**config.mk**
```make
export PLATFORM = sky130hd
export DESIGN_NAME = next_lexicographic_permutation_unit_flat
export DESIGN_NICKNAME = d
export VERILOG_FILES = /design/src/sv/nlp_pkg.sv /design/src/sv/nlp_if.sv /design/src/sv/nlp_front.sv /design/src/sv/nlp_queue.sv /design/src/sv/nlp_back.sv /design/src/sv/next_lexicographic_permutation_unit.sv /design/src/flat_wrapper.sv
export SDC_FILE = /design/constraint.sdc
export NUM_CORES = 1
export LEC_CHECK = 0
export BUFFER_PORTS_ARGS = -buffer_cell sky130_fd_sc_hd__buf_2
export CORE_MARGIN = 1.5
export CORE_UTILIZATION = 55
export CTS_CLUSTER_DIAMETER = 60
export CTS_CLUSTER_SIZE = 12
export DETAILED_ROUTE_END_ITERATION = 16
export GPL_TIMING_DRIVEN = 0
export PLACE_DENSITY = 0.75
export SETUP_SLACK_MARGIN = 0.4
export SYNTH_ARGS = -nofsm -noshare
export SYNTH_HDL_FRONTEND = slang
export SYNTH_SLANG_ARGS = --single-unit
```
**constraint.sdc**
```tcl
create_clock -name clock -period 10.9 [get_ports clock]
set_clock_uncertainty 0.15 [all_clocks]
set_input_delay 0 -clock clock [delete_from_list [all_inputs] [get_ports clock]]
set_output_delay 0 -clock clock [all_outputs]
set_load 0.02 [all_outputs]
```
**src/sv/nlp_pkg.sv**
```systemverilog
// ----------------------------------------------------------------------------
// nlp_pkg: shared types for the next lexicographic permutation unit
// Word width, queue tag and status types, and the back-end state encoding.
// ----------------------------------------------------------------------------
package nlp_pkg;

   localparam int WORD_W = 32;
   localparam int QDEPTH = 2;
   localparam int QPTR_W = $clog2(QDEPTH);
   localparam int QCNT_W = $clog2(QDEPTH + 1);

   // word as classified by the front end
   typedef struct packed {
      logic signed [WORD_W-1:0] value;
      logic                     last;
      logic                     keep;
      logic                     ovf;
   } nlp_tag_type;

   typedef struct packed {
      logic not_empty;
      logic full;
   } nlp_qstat_type;

   typedef enum logic [3:0] {
      ST_IDLE,
      ST_S1_START,
      ST_S1_FIRST,
      ST_S1_STEP,
      ST_S2_START,
      ST_S2_STEP,
      ST_SWAP_J,
      ST_E_RD,
      ST_E_LD
   } nlp_state_type;

endpackage

```
**src/sv/nlp_if.sv**
```systemverilog
// ----------------------------------------------------------------------------
// nlp_if: channel interfaces of the permutation unit
// Request channel carries sequence words, response channel the permuted words.
// ----------------------------------------------------------------------------
interface nlp_req_if;
   logic                             valid;
   logic                             ready;
   logic signed [nlp_pkg::WORD_W-1:0] value;
   logic                             last_in;

   modport source (output valid, output value, output last_in, input ready);
   modport sink   (input valid, input value, input last_in, output ready);
endinterface

interface nlp_rsp_if;
   logic                             valid;
   logic                             ready;
   logic signed [nlp_pkg::WORD_W-1:0] result_value;
   logic                             has_next;
   logic                             overflow;
   logic                             last_out;

   modport source (output valid, output result_value, output has_next,
                   output overflow, output last_out, input ready);
   modport sink   (input valid, input result_value, input has_next,
                   input overflow, input last_out, output ready);
endinterface

```
**src/sv/nlp_front.sv**
```systemverilog
// ----------------------------------------------------------------------------
// nlp_front: request intake and classification
// Counts words of the current sequence, marks kept or dropped words and the
// sticky overflow, and pushes each tagged word into the queue.
// ----------------------------------------------------------------------------
module nlp_front #(
   parameter int MAX_LEN = 16
) (
   input  logic                  clock,
   input  logic                  reset,
   nlp_req_if.sink               req,
   input  nlp_pkg::nlp_qstat_type qstat,
   output logic                  push,
   output nlp_pkg::nlp_tag_type  push_tag
);
   import nlp_pkg::*;

   localparam int CW = $clog2(MAX_LEN + 1);

   logic [CW-1:0] cnt_ff, cnt_in;
   logic          ovf_ff, ovf_in;
   logic          keep;
   logic          ovf_now;

   assign req.ready = !qstat.full;
   assign push      = req.valid && !qstat.full;
   assign keep      = cnt_ff < CW'(MAX_LEN);
   assign ovf_now   = ovf_ff || !keep;

   always_comb begin
      push_tag.value = req.value;
      push_tag.last  = req.last_in;
      push_tag.keep  = keep;
      push_tag.ovf   = ovf_now;
      cnt_in         = cnt_ff;
      ovf_in         = ovf_ff;
      if (push) begin
         if (req.last_in) begin
            cnt_in = '0;
            ovf_in = 1'b0;
         end else begin
            cnt_in = cnt_ff + CW'(keep);
            ovf_in = ovf_now;
         end
      end
   end

   always_ff @(posedge clock) begin
      if (reset) begin
         cnt_ff <= '0;
         ovf_ff <= 1'b0;
      end else begin
         cnt_ff <= cnt_in;
         ovf_ff <= ovf_in;
      end
   end

endmodule

```
**src/sv/nlp_queue.sv**
```systemverilog
// ----------------------------------------------------------------------------
// nlp_queue: short word queue between front and back end
// Two-entry FIFO of tagged words; lets intake and permutation stall apart.
// ----------------------------------------------------------------------------
module nlp_queue (
   input  logic                   clock,
   input  logic                   reset,
   input  logic                   push,
   input  nlp_pkg::nlp_tag_type   push_tag,
   input  logic                   pop,
   output nlp_pkg::nlp_tag_type   pop_tag,
   output nlp_pkg::nlp_qstat_type qstat
);
   import nlp_pkg::*;

   nlp_tag_type       entry_ff [QDEPTH];
   logic [QPTR_W-1:0] wr_ff, wr_in;
   logic [QPTR_W-1:0] rd_ff, rd_in;
   logic [QCNT_W-1:0] cnt_ff, cnt_in;
   logic              do_push;
   logic              do_pop;

   assign qstat.not_empty = cnt_ff != '0;
   assign qstat.full      = cnt_ff == QCNT_W'(QDEPTH);
   assign do_push         = push && !qstat.full;
   assign do_pop          = pop && qstat.not_empty;
   assign pop_tag         = entry_ff[rd_ff];

   always_comb begin
      wr_in  = do_push ? QPTR_W'(wr_ff + 1'b1) : wr_ff;
      rd_in  = do_pop ? QPTR_W'(rd_ff + 1'b1) : rd_ff;
      cnt_in = cnt_ff + QCNT_W'(do_push) - QCNT_W'(do_pop);
   end

   always_ff @(posedge clock) begin
      if (do_push) begin
         entry_ff[wr_ff] <= push_tag;
      end
   end

   always_ff @(posedge clock) begin
      if (reset) begin
         wr_ff  <= '0;
         rd_ff  <= '0;
         cnt_ff <= '0;
      end else begin
         wr_ff  <= wr_in;
         rd_ff  <= rd_in;
         cnt_ff <= cnt_in;
      end
   end

endmodule

```
**src/sv/nlp_back.sv**
```systemverilog
// ----------------------------------------------------------------------------
// nlp_back: element store, pivot search, swap and emission
// Stores kept words; on the last word scans for the pivot and, if found, its
// successor, swaps them in the store and emits with the suffix read in reverse.
// ----------------------------------------------------------------------------
module nlp_back #(
   parameter int MAX_LEN = 16
) (
   input  logic                   clock,
   input  logic                   reset,
   input  nlp_pkg::nlp_qstat_type qstat,
   input  nlp_pkg::nlp_tag_type   pop_tag,
   output logic                   pop,
   nlp_rsp_if.source              rsp
);
   import nlp_pkg::*;

   localparam int AW = $clog2(MAX_LEN);
   localparam int CW = $clog2(MAX_LEN + 1);
   localparam int EW = CW + 1;

   logic [WORD_W-1:0] elem_mem [MAX_LEN];

   nlp_state_type     state_ff, state_in;
   logic [CW-1:0]     wp_ff, wp_in;
   logic [CW-1:0]     n_ff, n_in;
   logic [CW-1:0]     k_ff, k_in;
   logic              ovf_ff, ovf_in;
   logic              found_ff, found_in;
   logic [AW-1:0]     p_ff, p_in;
   logic [AW-1:0]     idx_ff, idx_in;
   logic [WORD_W-1:0] right_ff, right_in;
   logic [WORD_W-1:0] piv_ff, piv_in;
   logic [WORD_W-1:0] rd_data_ff;

   logic              rsp_valid_ff, rsp_valid_in;
   logic [WORD_W-1:0] rsp_value_ff, rsp_value_in;
   logic              rsp_next_ff, rsp_next_in;
   logic              rsp_ovf_ff, rsp_ovf_in;
   logic              rsp_last_ff, rsp_last_in;

   logic              we;
   logic [AW-1:0]     waddr;
   logic [WORD_W-1:0] wdata;
   logic              re;
   logic [AW-1:0]     raddr;

   logic              out_free;
   logic [AW-1:0]     last_idx;
   logic [AW-1:0]     idx_dec;
   logic [CW-1:0]     base;
   logic [EW-1:0]     rev_addr;
   logic [AW-1:0]     emit_addr;
   logic              emit_last;

   assign rsp.valid        = rsp_valid_ff;
   assign rsp.result_value = rsp_value_ff;
   assign rsp.has_next     = rsp_next_ff;
   assign rsp.overflow     = rsp_ovf_ff;
   assign rsp.last_out     = rsp_last_ff;

   assign out_free  = !rsp_valid_ff || rsp.ready;
   assign last_idx  = AW'(n_ff - CW'(1));
   assign idx_dec   = idx_ff - AW'(1);
   assign base      = found_ff ? (CW'(p_ff) + CW'(1)) : '0;
   // suffix after the pivot is emitted back to front
   assign rev_addr  = {1'b0, n_ff} + {1'b0, base} - EW'(1) - {1'b0, k_ff};
   assign emit_addr = (k_ff < base) ? k_ff[AW-1:0] : rev_addr[AW-1:0];
   assign emit_last = CW'(k_ff + CW'(1)) == n_ff;

   always_comb begin
      state_in     = state_ff;
      wp_in        = wp_ff;
      n_in         = n_ff;
      k_in         = k_ff;
      ovf_in       = ovf_ff;
      found_in     = found_ff;
      p_in         = p_ff;
      idx_in       = idx_ff;
      right_in     = right_ff;
      piv_in       = piv_ff;
      rsp_valid_in = rsp_valid_ff && !rsp.ready;
      rsp_value_in = rsp_value_ff;
      rsp_next_in  = rsp_next_ff;
      rsp_ovf_in   = rsp_ovf_ff;
      rsp_last_in  = rsp_last_ff;
      pop          = 1'b0;
      we           = 1'b0;
      waddr        = wp_ff[AW-1:0];
      wdata        = pop_tag.value;
      re           = 1'b0;
      raddr        = idx_dec;
      case (state_ff)
         ST_IDLE: begin
            if (qstat.not_empty) begin
               pop   = 1'b1;
               we    = pop_tag.keep;
               wp_in = wp_ff + CW'(pop_tag.keep);
               if (pop_tag.last) begin
                  n_in     = wp_ff + CW'(pop_tag.keep);
                  ovf_in   = pop_tag.ovf;
                  wp_in    = '0;
                  state_in = ST_S1_START;
               end
            end
         end
         ST_S1_START: begin
            found_in = 1'b0;
            k_in     = '0;
            if (n_ff == CW'(1)) begin
               state_in = ST_E_RD;
            end else begin
               re       = 1'b1;
               raddr    = last_idx;
               idx_in   = last_idx;
               state_in = ST_S1_FIRST;
            end
         end
         ST_S1_FIRST: begin
            right_in = rd_data_ff;
            re       = 1'b1;
            idx_in   = idx_dec;
            state_in = ST_S1_STEP;
         end
         ST_S1_STEP: begin
            if ($signed(rd_data_ff) < $signed(right_ff)) begin
               found_in = 1'b1;
               p_in     = idx_ff;
               piv_in   = rd_data_ff;
               state_in = ST_S2_START;
            end else begin
               right_in = rd_data_ff;
               if (idx_ff == '0) begin
                  state_in = ST_E_RD;
               end else begin
                  re     = 1'b1;
                  idx_in = idx_dec;
               end
            end
         end
         ST_S2_START: begin
            re       = 1'b1;
            raddr    = last_idx;
            idx_in   = last_idx;
            state_in = ST_S2_STEP;
         end
         ST_S2_STEP: begin
            if ($signed(piv_ff) < $signed(rd_data_ff)) begin
               we       = 1'b1;
               waddr    = p_ff;
               wdata    = rd_data_ff;
               state_in = ST_SWAP_J;
            end else begin
               re     = 1'b1;
               idx_in = idx_dec;
            end
         end
         ST_SWAP_J: begin
            we       = 1'b1;
            waddr    = idx_ff;
            wdata    = piv_ff;
            state_in = ST_E_RD;
         end
         ST_E_RD: begin
            re       = 1'b1;
            raddr    = emit_addr;
            state_in = ST_E_LD;
         end
         ST_E_LD: begin
            if (out_free) begin
               rsp_valid_in = 1'b1;
               rsp_value_in = rd_data_ff;
               rsp_next_in  = found_ff;
               rsp_ovf_in   = ovf_ff;
               rsp_last_in  = emit_last;
               if (emit_last) begin
                  k_in     = '0;
                  state_in = ST_IDLE;
               end else begin
                  k_in     = k_ff + CW'(1);
                  state_in = ST_E_RD;
               end
            end
         end
         default: begin
            state_in = ST_IDLE;
         end
      endcase
   end

   always_ff @(posedge clock) begin
      if (we) begin
         elem_mem[waddr] <= wdata;
      end
      if (re) begin
         rd_data_ff <= elem_mem[raddr];
      end
   end

   always_ff @(posedge clock) begin
      if (reset) begin
         state_ff <= ST_IDLE;
      end else begin
         state_ff <= state_in;
      end
   end

   always_ff @(posedge clock) begin
      if (reset) begin
         wp_ff        <= '0;
         k_ff         <= '0;
         rsp_valid_ff <= 1'b0;
      end else begin
         wp_ff        <= wp_in;
         k_ff         <= k_in;
         rsp_valid_ff <= rsp_valid_in;
      end
      n_ff         <= n_in;
      ovf_ff       <= ovf_in;
      found_ff     <= found_in;
      p_ff         <= p_in;
      idx_ff       <= idx_in;
      right_ff     <= right_in;
      piv_ff       <= piv_in;
      rsp_value_ff <= rsp_value_in;
      rsp_next_ff  <= rsp_next_in;
      rsp_ovf_ff   <= rsp_ovf_in;
      rsp_last_ff  <= rsp_last_in;
   end

endmodule

```
**src/sv/next_lexicographic_permutation_unit.sv**
```systemverilog
// ----------------------------------------------------------------------------
// next_lexicographic_permutation_unit: next permutation of a word sequence
// A sequence of signed words enters on req_ch, one word per handshake, the
// final word flagged by last_in. The next lexicographically greater order of
// the stored words leaves on rsp_ch, one word per handshake, with has_next,
// overflow and last_out. Words beyond MAX_LEN are dropped and flagged.
//
// Intake passes each word through a two-entry queue, so req_ch keeps
// moving while a result is still being emitted, until the queue fills.
// After the last word the back end works on its store, one read or write
// at a time: a pivot scan, a successor scan that writes the successor over
// the pivot, a second write to finish the swap, then a read and an output
// load for each emitted word.
//
// Reset clears the queue, sequence counters and the output valid flag; the
// store is not cleared. When rsp_ch stalls, the output word holds and the
// back end waits; intake continues until the queue is full.
// ----------------------------------------------------------------------------
module next_lexicographic_permutation_unit #(
   parameter int MAX_LEN = 16
) (
   input  logic      clock,
   input  logic      reset,
   nlp_req_if.sink   req_ch,
   nlp_rsp_if.source rsp_ch
);
   import nlp_pkg::*;

   logic          push;
   nlp_tag_type   push_tag;
   logic          pop;
   nlp_tag_type   pop_tag;
   nlp_qstat_type qstat;

   nlp_front #(
      .MAX_LEN (MAX_LEN)
   ) u_front (
      .clock    (clock),
      .reset    (reset),
      .req      (req_ch),
      .qstat    (qstat),
      .push     (push),
      .push_tag (push_tag)
   );

   nlp_queue u_queue (
      .clock    (clock),
      .reset    (reset),
      .push     (push),
      .push_tag (push_tag),
      .pop      (pop),
      .pop_tag  (pop_tag),
      .qstat    (qstat)
   );

   nlp_back #(
      .MAX_LEN (MAX_LEN)
   ) u_back (
      .clock   (clock),
      .reset   (reset),
      .qstat   (qstat),
      .pop_tag (pop_tag),
      .pop     (pop),
      .rsp     (rsp_ch)
   );

`ifndef SYNTH
   a_push_room: assert property (@(posedge clock) disable iff (reset)
      push |-> !qstat.full)
      else $error("push into full queue");

   a_pop_data: assert property (@(posedge clock) disable iff (reset)
      pop |-> qstat.not_empty)
      else $error("pop from empty queue");

   a_drop_flag: assert property (@(posedge clock) disable iff (reset)
      push && !push_tag.keep |-> push_tag.ovf)
      else $error("dropped word without overflow mark");

   a_reset_out: assert property (@(posedge clock)
      reset |=> !rsp_ch.valid)
      else $error("response valid after reset");
`endif

endmodule

```
**src/flat_wrapper.sv**
```systemverilog
// flat-port wrapper written by rule: the top's interface ports become plain ports
module next_lexicographic_permutation_unit_flat import nlp_pkg::*;
#(
   parameter int MAX_LEN = 16
)
  (clock, reset, req_ch_valid, req_ch_value, req_ch_last_in, req_ch_ready, rsp_ch_valid, rsp_ch_result_value, rsp_ch_has_next, rsp_ch_overflow, rsp_ch_last_out, rsp_ch_ready);
  nlp_req_if req_ch_i ();
  nlp_rsp_if rsp_ch_i ();
  input  logic clock;
  input  logic reset;
  input wire logic [$bits(req_ch_i.valid)-1:0] req_ch_valid;
  input wire logic [$bits(req_ch_i.value)-1:0] req_ch_value;
  input wire logic [$bits(req_ch_i.last_in)-1:0] req_ch_last_in;
  output wire logic [$bits(req_ch_i.ready)-1:0] req_ch_ready;
  output wire logic [$bits(rsp_ch_i.valid)-1:0] rsp_ch_valid;
  output wire logic [$bits(rsp_ch_i.result_value)-1:0] rsp_ch_result_value;
  output wire logic [$bits(rsp_ch_i.has_next)-1:0] rsp_ch_has_next;
  output wire logic [$bits(rsp_ch_i.overflow)-1:0] rsp_ch_overflow;
  output wire logic [$bits(rsp_ch_i.last_out)-1:0] rsp_ch_last_out;
  input wire logic [$bits(rsp_ch_i.ready)-1:0] rsp_ch_ready;
  assign req_ch_i.valid = req_ch_valid;
  assign req_ch_i.value = req_ch_value;
  assign req_ch_i.last_in = req_ch_last_in;
  assign req_ch_ready = req_ch_i.ready;
  assign rsp_ch_valid = rsp_ch_i.valid;
  assign rsp_ch_result_value = rsp_ch_i.result_value;
  assign rsp_ch_has_next = rsp_ch_i.has_next;
  assign rsp_ch_overflow = rsp_ch_i.overflow;
  assign rsp_ch_last_out = rsp_ch_i.last_out;
  assign rsp_ch_i.ready = rsp_ch_ready;
  next_lexicographic_permutation_unit #(.MAX_LEN(MAX_LEN)) u_core (.clock(clock), .reset(reset), .req_ch(req_ch_i), .rsp_ch(rsp_ch_i));
endmodule
```
======== Yosys cells after proc, flatten, opt, wreduce, memory -nomap -nowiden ========
Memory sizes are Yosys's and may differ from the RTL's. A register that Yosys moved wholly into a read port is not among the register bits.
Index checks and enable logic that the tools add are counted.
word-level totals
  input port bits ......................... 37
  logic and storage cells ................. 137
  RAM bits ................................ 582
  register bits after elaboration ......... 139
  memories ................................ 2
memory list
  name                     words  bits a word  read ports  clocked after memory_dff  wr ports  RTL line         source
  u_core.u_back.elem_mem   16     32           1           1                         1         nlp_back.sv:22   logic [WORD_W-1:0] elem_mem [MAX_LEN];
  u_core.u_queue.entry_ff  2      35           1           1                         1         nlp_queue.sv:16  nlp_tag_type entry_ff [QDEPTH];
operators by class
  muxes and demuxes ....................... 50
  eq/ne operators ......................... 21
  reduce and logical (&&, ||, !) cells .... 27
  add/sub/neg operators ................... 13
  magnitude comparators ................... 4
operators with widths
  kind                                                  number
  one-hot mux 32 bit (2 select lines)                   2
  < comparator 32 bit                                   2
  2-to-1 mux 32 bit                                     2
  2-to-1 mux 4 bit                                      13
  one-hot mux 4 bit (9 select lines)                    1
  2-to-1 mux 5 bit                                      5
  one-hot mux 4 bit (5 select lines)                    1
  2-to-1 mux 1 bit                                      18
  equality test 4 x 3 -> 1 bit (second input constant)  4
  != test 2 bit (second input constant)                 7
  one-hot mux 4 bit (3 select lines)                    1
  AND reduction 2 bit                                   6
  subtractor 4 x 1 -> 4 bit (second input constant)     3
  adder 5 x 1 -> 5 bit                                  2
  one-hot mux 5 bit (2 select lines)                    1
  AND reduction 5 bit                                   2
  equality test 4 x 2 -> 1 bit (second input constant)  2
  logical NOT 4 bit                                     2
  one-hot mux 4 bit (2 select lines)                    1
  nonzero test 2 bit                                    4
  2-to-1 mux 3 bit                                      2
  adder 4 x 1 -> 5 bit (second input constant)          1
  adder 5 x 1 -> 5 bit (second input constant)          1
  equality test 5 x 1 -> 1 bit (second input constant)  1
  other kinds (22)                                      31

======== Logic depth before layout (Yosys ltp) ========
  word-level depth ........................ 7
  depth in mapped cells ................... 15
  mapped depth without buffers ............ 13

======== Hierarchy ========
From an unflattened synthesis, not the netlist that was laid out.
second synthesis, totals
  cell total of the unflattened synthesis .. 2099
  area total of the unflattened synthesis .. 31816.8 um^2
by module, submodules not included
  module     times used  cells each  seq. area each (um^2)  area an instance (um^2)
  nlp_back   1           1895        20059.2                28518.6
  nlp_queue  1           136         2202.1                 2760.1
  nlp_front  1           68          120.1                  538.0

======== Worst setup path before layout ========
OpenSTA, ideal clock, no wires.
  kind .................................... flip-flop to flip-flop
  from .................................... register u_core.u_back.rd_data_ff[7], read port of u_core.u_back.elem_mem
  to ...................................... memory u_core.u_back.elem_mem[12][0] (enable)
  setup slack ............................. 4553 ps
  setup time .............................. 502 ps
  required time ........................... 10248 ps
  stages on the path, launching flop included .. 12
  clock period less this slack ............ 6347 ps
  path buffers ............................ 1
  arrival ................................. 5695 ps
  cell sequence ........................... edfxtp_1 inv_1 ha_1 and2_1 or3b_1 o32a_1 a211oi_4 or4_1 buf_4 nand2_4 o21a_4 nor4_1
on the way
  longest elaborated chain between the ends .. 5
  elaborated cells on any way between the ends .. 7
RTL lines
  item                                    RTL line         source
  start: declaration                      nlp_back.sv:34   logic [WORD_W-1:0] rd_data_ff;
  < comparator 32 bit *                   nlp_back.sv:148  if ($signed(piv_ff) < $signed(rd_data_ff)) begin
  2-to-1 mux 1 bit                        nlp_back.sv:148
  one-hot mux 1 bit (3 select lines)      nlp_back.sv:93   case (state_ff)
  2-to-1 mux 1 bit                        nlp_back.sv:192  if (we) begin
  2-to-1 mux 1 bit (implied by the code)  nlp_back.sv:193  elem_mem[waddr] <= wdata;
  end: declaration                        nlp_back.sv:22
Every way passes the cells marked *; elsewhere a longest branch is shown, timed or not.

======== Worst setup path after layout ========
  from .................................... register u_core.u_back.rd_data_ff[30], read port of u_core.u_back.elem_mem
  to ...................................... memory u_core.u_back.elem_mem[4][12] (enable)
Same word-level chain as after synthesis.

==> flow_metrics.tcl <==
set metrics [dict create \
    outcome "finished clean" \
    cts_setup_buffers 0 \
    relSlewSlack_pct 9.692 \
    postRouteWirelength_um 78150 \
    final.setup.worst_slack_ps 5014 \
    firstDrtPassIters 6 \
    path_clk_slew_ps 60 \
    cts_buffers 73 \
    initial_utilization_pct 55.65 \
    ant_nets 0 \
    detail_route.vias_per_cell 6.160 \
    min_period_ps 5886 \
    rsz0062_at_grt "false" \
    grt_antenna_before_repair 1 \
    synthesis.area_per_instance_um2 14.67 \
    setup_tns_ps 0 \
    worst_setup_path_start_kind "flip-flop" \
    p_comb_share_pct 38.3 \
    share_seq_of_total_power_pct 39.3 \
    report.final.hold_viol_count 0 \
    p_int_mw 6.442 \
    synthFlopType "sky130_fd_sc_hd__edfxtp_1" \
    ys_async_sr_fraction_pct 0 \
    cts_resized 0 \
    tritoncts "built" \
    ys_top_cells_by_area "sky130_fd_sc_hd__edfxtp_1 70%, sky130_fd_sc_hd__nand2_1 3.5%, sky130_fd_sc_hd__mux2i_1 3.3%" \
    floorplan.rows 87 \
    vdd_drop_max_uv 168.1 \
    power.net_switching_mw 3.858 \
    synth.ff_latch_count 754 \
    finalCritPeriodShare_pct 54.00 \
    floorplan.core_area_mm2 0.05639 \
    dr.first_iter.drc_count 2072 \
    critPathKind "flip-flop to flip-flop" \
    die_height_um 241.9 \
    timing.hold.ws_ps 46.29 \
    power.total_mw 10.30 \
    most-common-layout-cells "728 x sky130_fd_sc_hd__edfxtp_1, 295 x sky130_fd_sc_hd__nand2_1, 113 x sky130_fd_sc_hd__buf_2" \
    yosys.area.top_type_share_pct 69.67 \
    vias_in_the_first_global_route 20013 \
    ys_seq_area_share_pct 71.33 \
    synth_warnings 0 \
    power.density_mw_per_mm2 284.0 \
    route.detailed.drc 0 \
    synthesis.nets 2259 \
    grtUsageTotal_pct 26.81 \
    root_buffer "sky130_fd_sc_hd__clkbuf_16" \
    hpwl_um 54230 \
    buffer_ports.inserted 73 \
    setup-violations-final 0 \
    yosys.area.top_type "sky130_fd_sc_hd__edfxtp_1" \
    pin_count 74 \
    power.share.switching_pct 37.46 \
    post_synth_inst_count 2139 \
    slew_viol_final 0 \
    cts_max_level 3 \
    cts_num_sinks 754 \
    critPathMaxFanout 8 \
    p_clk_share_pct 22.4 \
    grt_overflow 0 \
    layout.cells.most_common "sky130_fd_sc_hd__edfxtp_1" \
    crit_arrival_ps 6040 \
    die_w_um 241.9 \
    diodes 0 \
    grt_pass1_wl_um 119100 \
    fp.dieArea_mm2 0.05849 \
    nets 2547 \
    cts.path.max_buffers 3 \
    clock_latency_ps 610 \
    crit_path_end_kind "flip-flop" \
    worstMarginPinSlew_ps 1344 \
    cts_hold_buffers 69 \
    finalWeightedCongestion 0.9096 \
    syn_to_final_growth_pct 15.59 \
    cap_violations 0 \
    fmax_mhz 169.9 \
    drt-wirelength-per-cell_um 24.36 \
    timing.hold.worst.class "input pin to flip-flop" \
    dp_worst_setup_slack_ps 5178 \
    pin_count_of_the_biggest_net_entering_global_routing 36 \
    detailroute.via_count 19760 \
    post_synth_edffs 728 \
    share_of_the_core_filled_with_cells_in_the_final_layout_pct 64.32 \
    drive_above_1_share_pct 14.11 \
    worst_ep_required_time_ps 11050 \
    netlist-cell-type-count 71 \
    leakage_nw 12.92 \
    total_standard_cell_area_after_synthesis_mm2 0.03138 \
]
per-stage QoR:
stage          instances  area [um^2]
2_1_floorplan       2139        31380
3_3_place_gp        2968        32690
3_5_place_dp        3039        33500
4_1_cts             3208        36270
5_1_grt             3208        36270
6_report            3208        36270
state kept, by name, summed over array words and instances, names as in the netlist, 2 cells and up, named ones only:
name and flops:
u_core.u_back.p_ff 4, u_core.u_queue.cnt_ff 2, u_core.u_back.idx_ff 4, u_core.u_back.elem_mem 512, u_core.u_front.cnt_ff 5, u_core.u_back.rsp.result_value 32, u_core.u_back.state_ff 4, u_core.u_back.wp_ff 5
u_core.u_back.k_ff 5, u_core.u_back.piv_ff 32, u_core.u_back.right_ff 32, u_core.u_queue.entry_ff 70, u_core.u_back.n_ff 5, u_core.u_back.rd_data_ff 32
layout make-up:
| class | count | area (um^2) |
|---|---|---|
| Timing Repair Buffer | 213 | 1732 |
| Tap cell | 756 | 945.9 |
| Inverter | 85 | 319.1 |
| Clock inverter | 3 | 30.03 |
| Multi-Input combinational cell | 1190 | 8319 |
| Buffer | 110 | 496.7 |
| Clock buffer | 97 | 2044 |
| Sequential cell | 754 | 22380 |
| Fill cell | 3929 | 20120 |
Yosys cell counts, drive strengths merged, types with 5 or more instances:
library cell	number
edfxtp	728
nand2	296
a21oi	112
mux2i	102
inv	84
nor2	82
ha	79
a221o	64
a32oi	64
clkbuf	57
buf	53
a211oi	38
and2	36
mux2	36
and3	33
o32ai	33
nand3	27
dfxtp	26
o21ai	23
a21o	19
nor4	16
xnor2	14
nor3	13
nand2b	11
nand4	11
xor2	11
o211ai	10
nor2b	5
o21a	5
worst max-delay path, stage by stage (launching register included):
cell and delay (ps):
sky130_fd_sc_hd__edfxtp_1 540, sky130_fd_sc_hd__inv_1 80, sky130_fd_sc_hd__ha_1 310, sky130_fd_sc_hd__nand4_1 130, sky130_fd_sc_hd__nor4_1 990, sky130_fd_sc_hd__o211ai_1 330
sky130_fd_sc_hd__a211oi_4 490, sky130_fd_sc_hd__o311ai_1 190, sky130_fd_sc_hd__a211oi_2 340, sky130_fd_sc_hd__a21oi_1 360, sky130_fd_sc_hd__nor4_2 930, sky130_fd_sc_hd__buf_4 320
sky130_fd_sc_hd__buf_4 200, sky130_fd_sc_hd__buf_4 200
kinds of logic after synthesis:
family / after synthesis / share of synthesized area, %
buf+inv: 195 / 2.600
mux: 138 / 4.546
fa+ha+maj: 83 / 3.405
flops: 754 / 71.33
xor+xnor: 25 / 0.6978
compound gates: 396 / 9.494
simple gates: 548 / 7.927
path summary, 6_finish.rpt:
| path | start | slack, ps | end | cells after the start |
|---|---|---|---|---|
| worst max-delay path | u_core.u_back.rd_data_ff[30] | 5010 | u_core.u_back.elem_mem[4][12] | 13 |
| worst min-delay path | req_ch_last_in | 50 | u_core.u_queue.entry_ff[0][2] | 2 |
| worst max register to register | u_core.u_back.rd_data_ff[30] | 5010 | u_core.u_back.elem_mem[4][12] | 13 |
| worst min register to register | u_core.u_back.ovf_ff | 280 | u_core.u_back.rsp.overflow | 0 |
per-layer routing:
metal / routed length [um] / vias to the layer above / global-route usage (%)
met2: 38830 / 999 / 45.39
met4: 2518 / 0 / 10.04
met5: 0 / - / 0
met1: 30160 / 9813 / 35.42
li1: - / 8784 / -
met3: 6643 / 164 / 3.807
power groups by stage:
stage | logic (mW) | registers, mW | clock network [mW]
global placement | 3.60 | 4.12 | 0
floorplan | 2.46 | 4.00 | 0
detailed placement | 3.82 | 4.10 | 0
global route | 4.20 | 4.07 | 2.44
CTS | 3.87 | 4.04 | 2.33
finish | 3.94 | 4.05 | 2.30
Power figures use the tool's default switching activity.
